--- config.mk ---
export PLATFORM = sky130hd
export DESIGN_NAME = whitespace_skipping_murmur2_hash_flat
export DESIGN_NICKNAME = d
export VERILOG_FILES = /design/src/hw/rtl/wsmh_pkg.sv /design/src/hw/rtl/wsmh_if.sv /design/src/hw/rtl/wsmh_cfg_regs.sv /design/src/hw/rtl/wsmh_datapath.sv /design/src/hw/rtl/wsmh_ctrl.sv /design/src/hw/rtl/whitespace_skipping_murmur2_hash.sv /design/src/flat_wrapper.sv
export SDC_FILE = /design/constraint.sdc
export NUM_CORES = 2
export LEC_CHECK = 0
export ABC_AREA = 0
export BUFFER_PORTS_ARGS = -buffer_cell sky130_fd_sc_hd__buf_2
export CORE_ASPECT_RATIO = 0.9
export CORE_UTILIZATION = 40
export CTS_CLUSTER_DIAMETER = 80
export DETAILED_ROUTE_END_ITERATION = 12
export HOLD_SLACK_MARGIN = 0.15
export PLACE_DENSITY = 0.65
export SYNTH_ARGS = -nofsm -noshare
export SYNTH_HDL_FRONTEND = slang
export SYNTH_SLANG_ARGS = --single-unit
--- constraint.sdc ---
create_clock -name clk -period 14.3 [get_ports clk]
set_input_delay 1.43 -clock clk [delete_from_list [all_inputs] [get_ports clk]]
set_output_delay 1.43 -clock clk [all_outputs]
set_load 0.01 [all_outputs]
--- src/hw/rtl/wsmh_pkg.sv ---
// ----------------------------------------------------------------------------
// wsmh_pkg
// Shared types and constants for the whitespace skipping hash block.
// ----------------------------------------------------------------------------
package wsmh_pkg;

    localparam int unsigned HASH_W  = 32;
    localparam int unsigned BYTE_W  = 8;
    localparam int unsigned INDEX_W = 3;

    localparam logic [HASH_W-1:0] SEED_XOR       = 32'd1;
    localparam int unsigned       MIX_SHIFT      = 24;
    localparam int unsigned       AVAL_SHIFT_A   = 13;
    localparam int unsigned       AVAL_SHIFT_B   = 15;

    localparam logic [HASH_W-1:0] MULTIPLIER_RST = 32'd1540483477;
    localparam logic [HASH_W-1:0] LENGTH_RST     = 32'd0;
    localparam logic [BYTE_W-1:0] SKIP_A_RST     = 8'd9;
    localparam logic [BYTE_W-1:0] SKIP_B_RST     = 8'd10;
    localparam logic [BYTE_W-1:0] SKIP_C_RST     = 8'd13;
    localparam logic [BYTE_W-1:0] SKIP_D_RST     = 8'd32;

    // configuration register indexes
    typedef enum logic [INDEX_W-1:0] {
        REG_MULTIPLIER = 3'd0,
        REG_LENGTH     = 3'd1,
        REG_SKIP_A     = 3'd2,
        REG_SKIP_B     = 3'd3,
        REG_SKIP_C     = 3'd4,
        REG_SKIP_D     = 3'd5
    } wsmh_reg_index_t;

    typedef struct packed {
        logic [HASH_W-1:0] multiplier;
        logic [HASH_W-1:0] message_length;
        logic [BYTE_W-1:0] skip_code_a;
        logic [BYTE_W-1:0] skip_code_b;
        logic [BYTE_W-1:0] skip_code_c;
        logic [BYTE_W-1:0] skip_code_d;
    } wsmh_cfg_t;

    typedef enum logic [2:0] {
        ST_IDLE,
        ST_MUL_K,
        ST_MUL_P,
        ST_MUL_H,
        ST_TAIL,
        ST_AVAL,
        ST_FINISH
    } wsmh_state_t;

    typedef enum logic [2:0] {
        OP_NONE,
        OP_ACCEPT,
        OP_MUL_K,
        OP_MUL_P,
        OP_MUL_H,
        OP_TAIL,
        OP_AVAL,
        OP_FINISH
    } wsmh_op_t;

    typedef struct packed {
        wsmh_op_t op;
    } wsmh_cmd_t;

    typedef struct packed {
        logic word_full;
        logic final_byte;
    } wsmh_status_t;

endpackage

--- src/hw/rtl/wsmh_if.sv ---
// ----------------------------------------------------------------------------
// wsmh_byte_if / wsmh_hash_if
// Valid/ready channels for message bytes in and finished hashes out.
// ----------------------------------------------------------------------------
interface wsmh_byte_if;
    import wsmh_pkg::*;
    logic              valid;
    logic              ready;
    logic [BYTE_W-1:0] byte_value;
    logic              final_byte;

    modport source (output valid, output byte_value, output final_byte, input ready);
    modport sink   (input valid, input byte_value, input final_byte, output ready);
endinterface

interface wsmh_hash_if;
    import wsmh_pkg::*;
    logic              valid;
    logic              ready;
    logic [HASH_W-1:0] hash_value;

    modport source (output valid, output hash_value, input ready);
    modport sink   (input valid, input hash_value, output ready);
endinterface

--- src/hw/rtl/wsmh_cfg_regs.sv ---
// ----------------------------------------------------------------------------
// wsmh_cfg_regs
// Write-only configuration registers: multiplier, length and skip codes.
// ----------------------------------------------------------------------------
module wsmh_cfg_regs
    import wsmh_pkg::*;
(
    input  logic               clk,
    input  logic               rst_n,
    input  logic               cfg_write,
    input  logic [INDEX_W-1:0] cfg_index,
    input  logic [HASH_W-1:0]  cfg_data,
    output wsmh_cfg_t          cfg
);

    wsmh_cfg_t cfg_reg;
    wsmh_cfg_t cfg_next;

    always_comb
    begin
        cfg_next = cfg_reg;
        if (cfg_write)
        begin
            unique case (cfg_index)
                REG_MULTIPLIER: cfg_next.multiplier     = cfg_data;
                REG_LENGTH:     cfg_next.message_length = cfg_data;
                REG_SKIP_A:     cfg_next.skip_code_a    = cfg_data[BYTE_W-1:0];
                REG_SKIP_B:     cfg_next.skip_code_b    = cfg_data[BYTE_W-1:0];
                REG_SKIP_C:     cfg_next.skip_code_c    = cfg_data[BYTE_W-1:0];
                REG_SKIP_D:     cfg_next.skip_code_d    = cfg_data[BYTE_W-1:0];
                default:        cfg_next = cfg_reg; // unknown index ignored
            endcase
        end
    end

    always_ff @(posedge clk or negedge rst_n)
    begin
        if (!rst_n)
        begin
            cfg_reg.multiplier     <= MULTIPLIER_RST;
            cfg_reg.message_length <= LENGTH_RST;
            cfg_reg.skip_code_a    <= SKIP_A_RST;
            cfg_reg.skip_code_b    <= SKIP_B_RST;
            cfg_reg.skip_code_c    <= SKIP_C_RST;
            cfg_reg.skip_code_d    <= SKIP_D_RST;
        end
        else
        begin
            cfg_reg <= cfg_next;
        end
    end

    assign cfg = cfg_reg;

endmodule

--- src/hw/rtl/wsmh_datapath.sv ---
// ----------------------------------------------------------------------------
// wsmh_datapath
// Byte packing, shared multiplier and hash registers.
// ----------------------------------------------------------------------------
module wsmh_datapath
    import wsmh_pkg::*;
(
    input  logic              clk,
    input  logic              rst_n,
    input  wsmh_cfg_t         cfg,
    input  wsmh_cmd_t         cmd,
    input  logic [BYTE_W-1:0] byte_value,
    input  logic              final_byte,
    output wsmh_status_t      status,
    output logic [HASH_W-1:0] hash_value
);

    logic [HASH_W-1:0] hash_reg,   hash_next;
    logic [HASH_W-1:0] word_reg,   word_next;
    logic [1:0]        count_reg,  count_next;
    logic [HASH_W-1:0] tmp_reg,    tmp_next;
    logic              open_reg,   open_next;
    logic [HASH_W-1:0] result_reg, result_next;

    logic              kept;
    logic [4:0]        byte_shift;
    logic [HASH_W-1:0] word_packed;
    logic [HASH_W-1:0] hash_base;
    logic [HASH_W-1:0] mul_a;
    logic [HASH_W-1:0] product;

    assign kept = !(byte_value == cfg.skip_code_a || byte_value == cfg.skip_code_b ||
                    byte_value == cfg.skip_code_c || byte_value == cfg.skip_code_d);

    assign byte_shift  = {count_reg, 3'b000};
    assign word_packed = word_reg | ({{(HASH_W-BYTE_W){1'b0}}, byte_value} << byte_shift);
    assign hash_base   = open_reg ? hash_reg : (SEED_XOR ^ cfg.message_length);

    // one multiplier, operand chosen by the current step
    always_comb
    begin
        case (cmd.op)
            OP_MUL_K: mul_a = word_reg;
            OP_MUL_P: mul_a = tmp_reg ^ (tmp_reg >> MIX_SHIFT);
            OP_TAIL:  mul_a = hash_reg ^ word_reg;
            OP_AVAL:  mul_a = hash_reg ^ (hash_reg >> AVAL_SHIFT_A);
            default:  mul_a = hash_reg;
        endcase
    end

    assign product = mul_a * cfg.multiplier;

    always_comb
    begin
        hash_next   = hash_reg;
        word_next   = word_reg;
        count_next  = count_reg;
        tmp_next    = tmp_reg;
        open_next   = open_reg;
        result_next = result_reg;
        unique case (cmd.op)
            OP_ACCEPT:
            begin
                hash_next = hash_base;
                open_next = 1'b1;
                if (kept)
                begin
                    word_next  = word_packed;
                    count_next = count_reg + 2'd1;
                end
            end
            OP_MUL_K:
            begin
                tmp_next  = product;
                word_next = '0;
            end
            OP_MUL_P: tmp_next  = product;
            OP_MUL_H: hash_next = product ^ tmp_reg;
            OP_TAIL:
            begin
                if (count_reg != 2'd0)
                begin
                    hash_next = product;
                end
            end
            OP_AVAL:  hash_next = product;
            OP_FINISH:
            begin
                result_next = hash_reg ^ (hash_reg >> AVAL_SHIFT_B);
                open_next   = 1'b0;
                word_next   = '0;
                count_next  = 2'd0;
            end
            default:  hash_next = hash_reg;
        endcase
    end

    always_ff @(posedge clk or negedge rst_n)
    begin
        if (!rst_n)
        begin
            word_reg  <= '0;
            count_reg <= 2'd0;
            open_reg  <= 1'b0;
        end
        else
        begin
            word_reg  <= word_next;
            count_reg <= count_next;
            open_reg  <= open_next;
        end
    end

    always_ff @(posedge clk)
    begin
        hash_reg   <= hash_next;
        tmp_reg    <= tmp_next;
        result_reg <= result_next;
    end

    assign status.word_full  = kept && (count_reg == 2'd3);
    assign status.final_byte = final_byte;
    assign hash_value        = result_reg;

endmodule

--- src/hw/rtl/wsmh_ctrl.sv ---
// ----------------------------------------------------------------------------
// wsmh_ctrl
// Sequencer for byte intake, word folding, finish and result handoff.
// ----------------------------------------------------------------------------
module wsmh_ctrl
    import wsmh_pkg::*;
(
    input  logic         clk,
    input  logic         rst_n,
    input  logic         in_valid,
    output logic         in_ready,
    output logic         out_valid,
    input  logic         out_ready,
    input  wsmh_status_t status,
    output wsmh_cmd_t    cmd
);

    wsmh_state_t state_reg, state_next;
    logic        last_reg,  last_next;
    logic        out_valid_reg, out_valid_next;
    logic        slot_free;

    assign slot_free = !out_valid_reg || out_ready;

    always_comb
    begin
        state_next = state_reg;
        unique case (state_reg)
            ST_IDLE:
            begin
                if (in_valid)
                begin
                    if (status.word_full)
                    begin
                        state_next = ST_MUL_K;
                    end
                    else if (status.final_byte)
                    begin
                        state_next = ST_TAIL;
                    end
                end
            end
            ST_MUL_K:  state_next = ST_MUL_P;
            ST_MUL_P:  state_next = ST_MUL_H;
            ST_MUL_H:  state_next = last_reg ? ST_TAIL : ST_IDLE;
            ST_TAIL:   state_next = ST_AVAL;
            ST_AVAL:   state_next = ST_FINISH;
            ST_FINISH: state_next = slot_free ? ST_IDLE : ST_FINISH;
            default:   state_next = ST_IDLE;
        endcase
    end

    always_comb
    begin
        in_ready = 1'b0;
        cmd.op   = OP_NONE;
        unique case (state_reg)
            ST_IDLE:
            begin
                in_ready = 1'b1;
                cmd.op   = in_valid ? OP_ACCEPT : OP_NONE;
            end
            ST_MUL_K:  cmd.op = OP_MUL_K;
            ST_MUL_P:  cmd.op = OP_MUL_P;
            ST_MUL_H:  cmd.op = OP_MUL_H;
            ST_TAIL:   cmd.op = OP_TAIL;
            ST_AVAL:   cmd.op = OP_AVAL;
            ST_FINISH: cmd.op = slot_free ? OP_FINISH : OP_NONE;
            default:   cmd.op = OP_NONE;
        endcase
    end

    always_comb
    begin
        last_next      = last_reg;
        out_valid_next = out_valid_reg && !out_ready;
        if (state_reg == ST_IDLE && in_valid)
        begin
            last_next = status.final_byte;
        end
        if (state_reg == ST_FINISH && slot_free)
        begin
            out_valid_next = 1'b1;
        end
    end

    always_ff @(posedge clk or negedge rst_n)
    begin
        if (!rst_n)
        begin
            state_reg     <= ST_IDLE;
            last_reg      <= 1'b0;
            out_valid_reg <= 1'b0;
        end
        else
        begin
            state_reg     <= state_next;
            last_reg      <= last_next;
            out_valid_reg <= out_valid_next;
        end
    end

    assign out_valid = out_valid_reg;

endmodule

--- src/hw/rtl/whitespace_skipping_murmur2_hash.sv ---
// ----------------------------------------------------------------------------
// whitespace_skipping_murmur2_hash
// Murmur2-style 32-bit fingerprint of a byte stream with whitespace dropped.
// ----------------------------------------------------------------------------
// Bytes arrive one item at a time on byte_in, with final_byte set on the last
// byte of a message. Bytes equal to any of the four skip codes are dropped;
// the rest are packed little-endian into 32-bit words. The running hash is
// seeded with 1 xor message_length on the first byte of each message, so
// write message_length before the message starts. A byte that is dropped or
// does not complete a word is only accepted, with no fold step. A byte that
// completes a word also runs the word fold: three multiplies through the
// single shared 32x32 multiplier, one per cycle. The final byte then adds the
// tail fold, the avalanche multiply and the loading of the output register.
// The hash is held in an output register on hash_out; the next message may
// start while it waits, and the block only stalls if a second hash finishes
// before the first one is taken.
module whitespace_skipping_murmur2_hash
    import wsmh_pkg::*;
(
    input  logic               clk,
    input  logic               rst_n,
    input  logic               cfg_write,
    input  logic [INDEX_W-1:0] cfg_index,
    input  logic [HASH_W-1:0]  cfg_data,
    wsmh_byte_if.sink          byte_in,
    wsmh_hash_if.source        hash_out
);

    wsmh_cfg_t    cfg;
    wsmh_cmd_t    cmd;
    wsmh_status_t status;

    // register file; to be written only while no message is in flight (not enforced)
    wsmh_cfg_regs u_cfg_regs (
        .clk       (clk),
        .rst_n     (rst_n),
        .cfg_write (cfg_write),
        .cfg_index (cfg_index),
        .cfg_data  (cfg_data),
        .cfg       (cfg)
    );

    // sequencer: intake, fold steps, tail and avalanche, result handoff
    wsmh_ctrl u_ctrl (
        .clk       (clk),
        .rst_n     (rst_n),
        .in_valid  (byte_in.valid),
        .in_ready  (byte_in.ready),
        .out_valid (hash_out.valid),
        .out_ready (hash_out.ready),
        .status    (status),
        .cmd       (cmd)
    );

    // packing, multiplier and hash state
    wsmh_datapath u_datapath (
        .clk        (clk),
        .rst_n      (rst_n),
        .cfg        (cfg),
        .cmd        (cmd),
        .byte_value (byte_in.byte_value),
        .final_byte (byte_in.final_byte),
        .status     (status),
        .hash_value (hash_out.hash_value)
    );

endmodule
--- src/flat_wrapper.sv ---
// flat-port wrapper written by rule: the top's interface ports become plain ports
module whitespace_skipping_murmur2_hash_flat import wsmh_pkg::*;
  (clk, rst_n, cfg_write, cfg_index, cfg_data, byte_in_valid, byte_in_byte_value, byte_in_final_byte, byte_in_ready, hash_out_valid, hash_out_hash_value, hash_out_ready);
  wsmh_byte_if byte_in_i ();
  wsmh_hash_if hash_out_i ();
  input  logic clk;
  input  logic rst_n;
  input  logic cfg_write;
  input  logic [INDEX_W-1:0] cfg_index;
  input  logic [HASH_W-1:0] cfg_data;
  input wire logic [$bits(byte_in_i.valid)-1:0] byte_in_valid;
  input wire logic [$bits(byte_in_i.byte_value)-1:0] byte_in_byte_value;
  input wire logic [$bits(byte_in_i.final_byte)-1:0] byte_in_final_byte;
  output wire logic [$bits(byte_in_i.ready)-1:0] byte_in_ready;
  output wire logic [$bits(hash_out_i.valid)-1:0] hash_out_valid;
  output wire logic [$bits(hash_out_i.hash_value)-1:0] hash_out_hash_value;
  input wire logic [$bits(hash_out_i.ready)-1:0] hash_out_ready;
  assign byte_in_i.valid = byte_in_valid;
  assign byte_in_i.byte_value = byte_in_byte_value;
  assign byte_in_i.final_byte = byte_in_final_byte;
  assign byte_in_ready = byte_in_i.ready;
  assign hash_out_valid = hash_out_i.valid;
  assign hash_out_hash_value = hash_out_i.hash_value;
  assign hash_out_i.ready = hash_out_ready;
  whitespace_skipping_murmur2_hash u_core (.clk(clk), .rst_n(rst_n), .cfg_write(cfg_write), .cfg_index(cfg_index), .cfg_data(cfg_data), .byte_in(byte_in_i), .hash_out(hash_out_i));
endmodule
# Word-level counts from Yosys, hierarchy flattened
# Index checks and enable logic that the tools add are counted.
[classes] n_addsub=1 mul=1 n_eq_ne=28 shift=1 n_mux=20 n_bitwise=7 reduce_logical=29
[ops] operator="$pmux W32 S4" n=2
[ops] operator="$mux W32" n=3
[ops] operator="$pmux W32 S2" n=1
[ops] operator="$xor A32 B32 Y32" n=2
[ops] operator="$pmux W3 S7" n=2
[ops] operator="$eq A8 B8 Y1" n=4
[ops] operator="$mul A32 B32 Y32" n=1
[ops] operator="$or A32 B32 Y32" n=1
[ops] operator="$shl A8 B5 Y32" n=1
[ops] operator="$xor A32 B17 Y32" n=1
[ops] operator="$xor A32 B19 Y32" n=1
[ops] operator="$xor A32 B8 Y32" n=1
[ops] operator="$eq A3 B3 Y1 const B" n=9
[ops] operator="$eq A3 B2 Y1 const B" n=6
[ops] operator="$mux W3" n=6
[ops] operator="$reduce_and A2 Y1" n=9
[ops] operator="$eq A3 B1 Y1 const B" n=3
[ops] operator="$ne A2 B2 Y1 const B" n=4
[ops] operator="$logic_not A3 Y1" n=2
[ops] operator="$reduce_bool A2 Y1" n=3
[ops] operator="$logic_and A1 B1 Y1" n=4
[ops] operator="$logic_or A1 B1 Y1" n=4
[ops] operator="$pmux W2 S2" n=1
[ops] operator="$reduce_bool A4 Y1" n=1
[ops] operator="10 further kinds" n=15
[word_totals] register_bits=232 input_bits=49 output_inout_bits=34 word_cells=102

# Depth between registers and ports, before layout
[logic_depth] ltp_word=9 ltp_mapped=37 ltp_nobuf=31

# Modules after synthesis
# A second synthesis with hierarchy kept.
[unflattened] cells_unflattened=2744 area_unflattened_um2=27860.5
[by_module_without_submodules] mod="wsmh_datapath" n_inst=1 cells_each=2501 area_per_inst_um2=23769.0 seq_area_each_um2=3758.6
[by_module_without_submodules] mod="wsmh_cfg_regs" n_inst=1 cells_each=208 area_per_inst_um2=3756.1 seq_area_each_um2=2434.8
[by_module_without_submodules] mod="wsmh_ctrl" n_inst=1 cells_each=35 area_per_inst_um2=335.3 seq_area_each_um2=125.1

# Worst setup path after synthesis
# OpenSTA, ideal clock, no wires.
[synth_path] kind="reg-to-reg" startpoint="register u_core.u_ctrl.state_reg[1]" endpoint="register u_core.u_datapath.hash_reg[31], data pin" setup_time_ns=0.158 t_arrival_ns=9.851 required_ns=14.142 setup_slack_ns=4.291 path_stages_with_launch=28 path_buffers=2 synth_period_minus_slack_ns=10.009 path_cell_list="dfrtp_1 -> buf_6 -> buf_6 -> nand2b_1 -> a21oi_1 -> o311ai_1 -> and2_1 -> fa_1 -> inv_1 -> fa_1 -> fa_1 -> fa_1 -> inv_1 -> fa_1 -> inv_1 -> fa_1 -> inv_1 -> fa_1 -> fa_1 -> ha_1 -> a2111oi_0 -> a211oi_1 -> o41ai_1 -> o21ai_1 -> xor2_2 -> or3b_1 -> a211o_1 -> o211ai_1"
[synth_between] elab_chain_len=7 elab_cells_between_ends=19 cone_classes="1 x mul; 12 x eq/ne; 4 x mux; 1 x bitwise; 1 x reduce/logical"
[synth_rtl] element="from (decl)" line="wsmh_ctrl.sv:18" rtl="wsmh_state_t state_reg, state_next;"
[synth_rtl] element="from (signal assigned)" line="wsmh_ctrl.sv:97" rtl="state_reg <= state_next;"
[synth_rtl] element="$eq A3 B3 Y1 (tied with other cells)" line="wsmh_ctrl.sv:57" rtl="unique case (state_reg)"
[synth_rtl] element="$pmux W3 S7 *" line="wsmh_ctrl.sv:57"
[synth_rtl] element="$eq A3 B3 Y1 / $eq A3 B2 Y1 (equally long branches)" line="wsmh_datapath.sv:42, wsmh_datapath.sv:61"
[synth_rtl] element="$pmux W32 S4" line="wsmh_datapath.sv:42" rtl="case (cmd.op)"
[synth_rtl] element="$mul A32 B32 Y32" line="wsmh_datapath.sv:51" rtl="assign product = mul_a * cfg.multiplier;"
[synth_rtl] element="$mux W32 / $xor A32 B32 Y32 (equally long branches)" line="wsmh_datapath.sv:81, wsmh_datapath.sv:78"
[synth_rtl] element="$pmux W32 S4 *" line="wsmh_datapath.sv:61" rtl="unique case (cmd.op)"
[synth_rtl] element="via u_core.u_datapath.hash_next[31]" line="wsmh_datapath.sv:18" rtl="logic [HASH_W-1:0] hash_reg, hash_next;"
[synth_rtl] element="to (signal assigned)" line="wsmh_datapath.sv:116" rtl="hash_reg <= hash_next;"
[synth_rtl] element="to (decl)" line="wsmh_datapath.sv:18"
# Mark *: on every way through the listed nets, which the timed path passes. The rest lies on a longest branch. The select of a mux whose other input is x is not followed.
# A chain may end at the register's enable or synchronous reset.

# Worst setup path after layout
[layout_path] startpoint="register u_core.u_ctrl.state_reg[0]" endpoint="register u_core.u_datapath.hash_reg[31], data pin"
# The elaborated chain is that of the path after synthesis.

==> run_results.csv <==
group,metric,value,unit
yosys,postSynthCellCount,2781,
yosys,synth-async-reset-ratio,58.6,%
sta,maxSlewViolCount,0,
die,core_area,68500,µm²
outcome,run_status,"completed",
layout,largest_reg_flops,96,
cts,ctsResizeCount,0,
yosys,syn_avg_cell_area,9.98,µm²
sta,hold_viol,0,
cts,cts_sinks,232,
layout,insertedDiodeCount,0,
hold_path,critical_hold_path_startpoint,"u_core.u_cfg_regs.cfg[35]",
cts,clock_latency,550,ps
cts,clkTransAtPathRegs,70,ps
yosys,synth-seq-cells,232,
sta,f_max,95.2,MHz
grt,pin_count_of_the_biggest_net_entering_global_routing,71,
sta,setup_failing_eps_final,0,
worst_setup_path,critPathKind,"register to register",
job,cap_viol_max_count,0,
placed_design,io_buffers,82,
yosys,synth-warning-count,0,
grt,grt_antenna_before_repair,3,
cts,cts.htree.levels,1,
worst_setup_path,timing.critical_path.from,"u_core.u_ctrl.state_reg[0]",
yosys,netlist_area,27700,µm²
yosys,cells_taking_the_most_area_after_synthesis,"sky130_fd_sc_hd__fa_1 (29%), sky130_fd_sc_hd__edfxtp_1 (10%), sky130_fd_sc_hd__dfrtp_1 (9.9%)",
layout,drive_gt1_share,11.4,%
hold_path,hp-class,"register to register",
die,die_area,70400,µm²
worst_setup_path,cp_common_cell,"sky130_fd_sc_hd__fa_1",
die,floorplan.die.width,280,µm
worst_setup_path,regToRegStartpoint,"u_core.u_ctrl.state_reg[0]",
sta,final.setup_skew,18.6,ps
yosys,syn-num-nets,3363,
cts,cts_post_setup_buffers_inserted,0,
layout,final_core_util,43.5,%
route,final_antenna_net_count,0,
yosys,ys_seq_area_share,22.8,%
die,row_count,91,
grt,number_of_global_route_vias_before_repair,20700,
layout,sequential_cell_area,6320,µm²
route,drcViolationCount,0,
cts,cts.root.buffer_cell,"sky130_fd_sc_hd__clkbuf_16",
die,top_level_ports,83,
route,drt-pass1-iter-count,6,
sta,worstMarginPinSlew,1220,ps
route,first_iter_violations,2023,
worst_setup_path,crit_path_max_fanout,58,
yosys,synth.distinct_cells,87,
yosys,synth_top_area_share,29.4,%
cts,cts_tree,"yes",
sta,fin_setup_tns,0,ps
sta,finalWorstPathRequiredPeriod,10510,ps
cts,number_of_buffers_inserted_for_hold_repair_after_clock_tree_synthesis,0,
sta,worst_hold_slack,507,ps
worst_setup_path,worst-endpoint-arrival,10890,ps
worst_setup_path,cpMaxStageDelayCell,"sky130_fd_sc_hd__dfrtp_2",
placed_design,globalplace.congestion,0.932,
route,drt-wirelength-per-cell,21.7,µm
route,route.final.wire_length,80.5,mm
sta,slew_headroom,18.1,%
yosys,synth_most_common_cell,"sky130_fd_sc_hd__inv_1",
sta,final.period_utilization,73.5,%
yosys,synth-edff-count,96,
placed_design,detailed_place_hpwl,60.1,mm
die,fp.dieH,252,µm
worst_setup_path,end_kind,"register",
cts,clk_path_buf_depth,3,
die,initial_core_utilization,40.5,%
grt,globalRouteOverflowTotal,0,
yosys,synth_top_cell_by_area,"sky130_fd_sc_hd__fa_1",
yosys,synth_ff_type,"sky130_fd_sc_hd__dfrtp_1",
cts,numCtsBuffers,23,
route,routed_via_density,5.41,
layout,finish.net_count,3349,
worst_setup_path,crit_path_max_incr_delay,750,ps
route,vias,20100,
grt,grt_pass1_wl,126,mm
layout,areaGrowthSynthToFinish,7.46,%
worst_setup_path,worstPathRequired,14680,ps
worst_setup_path,start_kind,"register",
yosys,yosys-top-cells-count,"sky130_fd_sc_hd__inv_1 (438), sky130_fd_sc_hd__fa_1 (408), sky130_fd_sc_hd__nand2_1 (257), sky130_fd_sc_hd__and2_1 (249), sky130_fd_sc_hd__ha_1 (125)",
layout,filler_cell_count,6619,
grt,grt.total_usage,23.6,%
layout,multi_input_comb_area,19200,µm²
sta,rsz_0062_raised_after_global_routing,"false",
through the flow:
stage	area (µm²)	instances	setup slack, ps
2_1_floorplan	27700	2781	4290
3_3_place_gp	29000	3672	4140
3_5_place_dp	29000	3672	3950
4_1_cts	29800	3714	3880
5_1_grt	29800	3714	3270
6_report	29800	3714	3790
layout by cell type (no fill, tap or decap), drive strengths merged, types with 9 or more instances in the layout:
cell type,instances
a21boi,12
a21o,12
a21oi,83
a221o,27
a22oi,11
a32oi,22
and2,249
buf,123
clkbuf,35
dfrtp,110
dfstp,26
edfxtp,96
fa,408
ha,125
inv,440
mux2,100
mux2i,18
nand2,257
nand2b,35
nand3,17
nor2,105
nor2b,80
nor3,14
nor3b,10
o211ai,13
o21ai,72
o21bai,16
o22ai,9
xnor2,84
xnor3,12
xor2,51
layout make-up:
| class | instances | share of cell area [%] |
|---|---|---|
| Multi-Input combinational cell | 1948 | 64.3 |
| Sequential cell | 232 | 21.2 |
| Clock buffer | 35 | 2.29 |
| Inverter | 439 | 5.53 |
| Tap cell | 930 | 3.90 |
| Timing Repair Buffer | 123 | 2.43 |
| Clock inverter | 7 | 0.306 |
final timing paths:
path	cells after the start	end	slack (ps)
max reg2reg	27	u_core.u_datapath.hash_reg[31]	3790
min reg2reg	1	u_core.u_cfg_regs.cfg[35]	510
min	1	u_core.u_cfg_regs.cfg[35]	510
max	27	u_core.u_datapath.hash_reg[31]	3790
max in group asynchronous	2	u_core.u_ctrl.state_reg[2]	12010
min in group asynchronous	1	u_core.u_cfg_regs.cfg[18]	880
critical path: cells and delay by family, from the launching register on:
family | cells | cell delay [ps]
buf+inv | 6 | 1060
xor+xnor | 1 | 250
fa+ha+maj | 9 | 4350
flops | 1 | 750
compound gates | 7 | 2320
simple gates | 4 | 1600
cell families (layout without fill, tap and decap cells):
kind of cell	Yosys count	in the layout	share of synthesized area (%)
simple gates	806	806	15.0
buf+inv	601	604	8.44
xor+xnor	148	148	5.35
mux	118	118	4.71
flops	232	232	22.8
compound gates	342	342	8.59
fa+ha+maj	534	534	35.1
per-layer routing:
metal | vias to the layer above | part of all wire, % | track usage [%]
met1 | 10300 | 43 | 33.4
met5 | - | 0.016 | 0
li1 | 8799 | - | -
met4 | 2 | 2.7 | 5.79
met2 | 820 | 45 | 37.1
met3 | 125 | 8.7 | 4.47
Power is left out: the tool's default activity adds up to more than one toggle a clock period on the data nets, which glitch-free logic cannot reach.
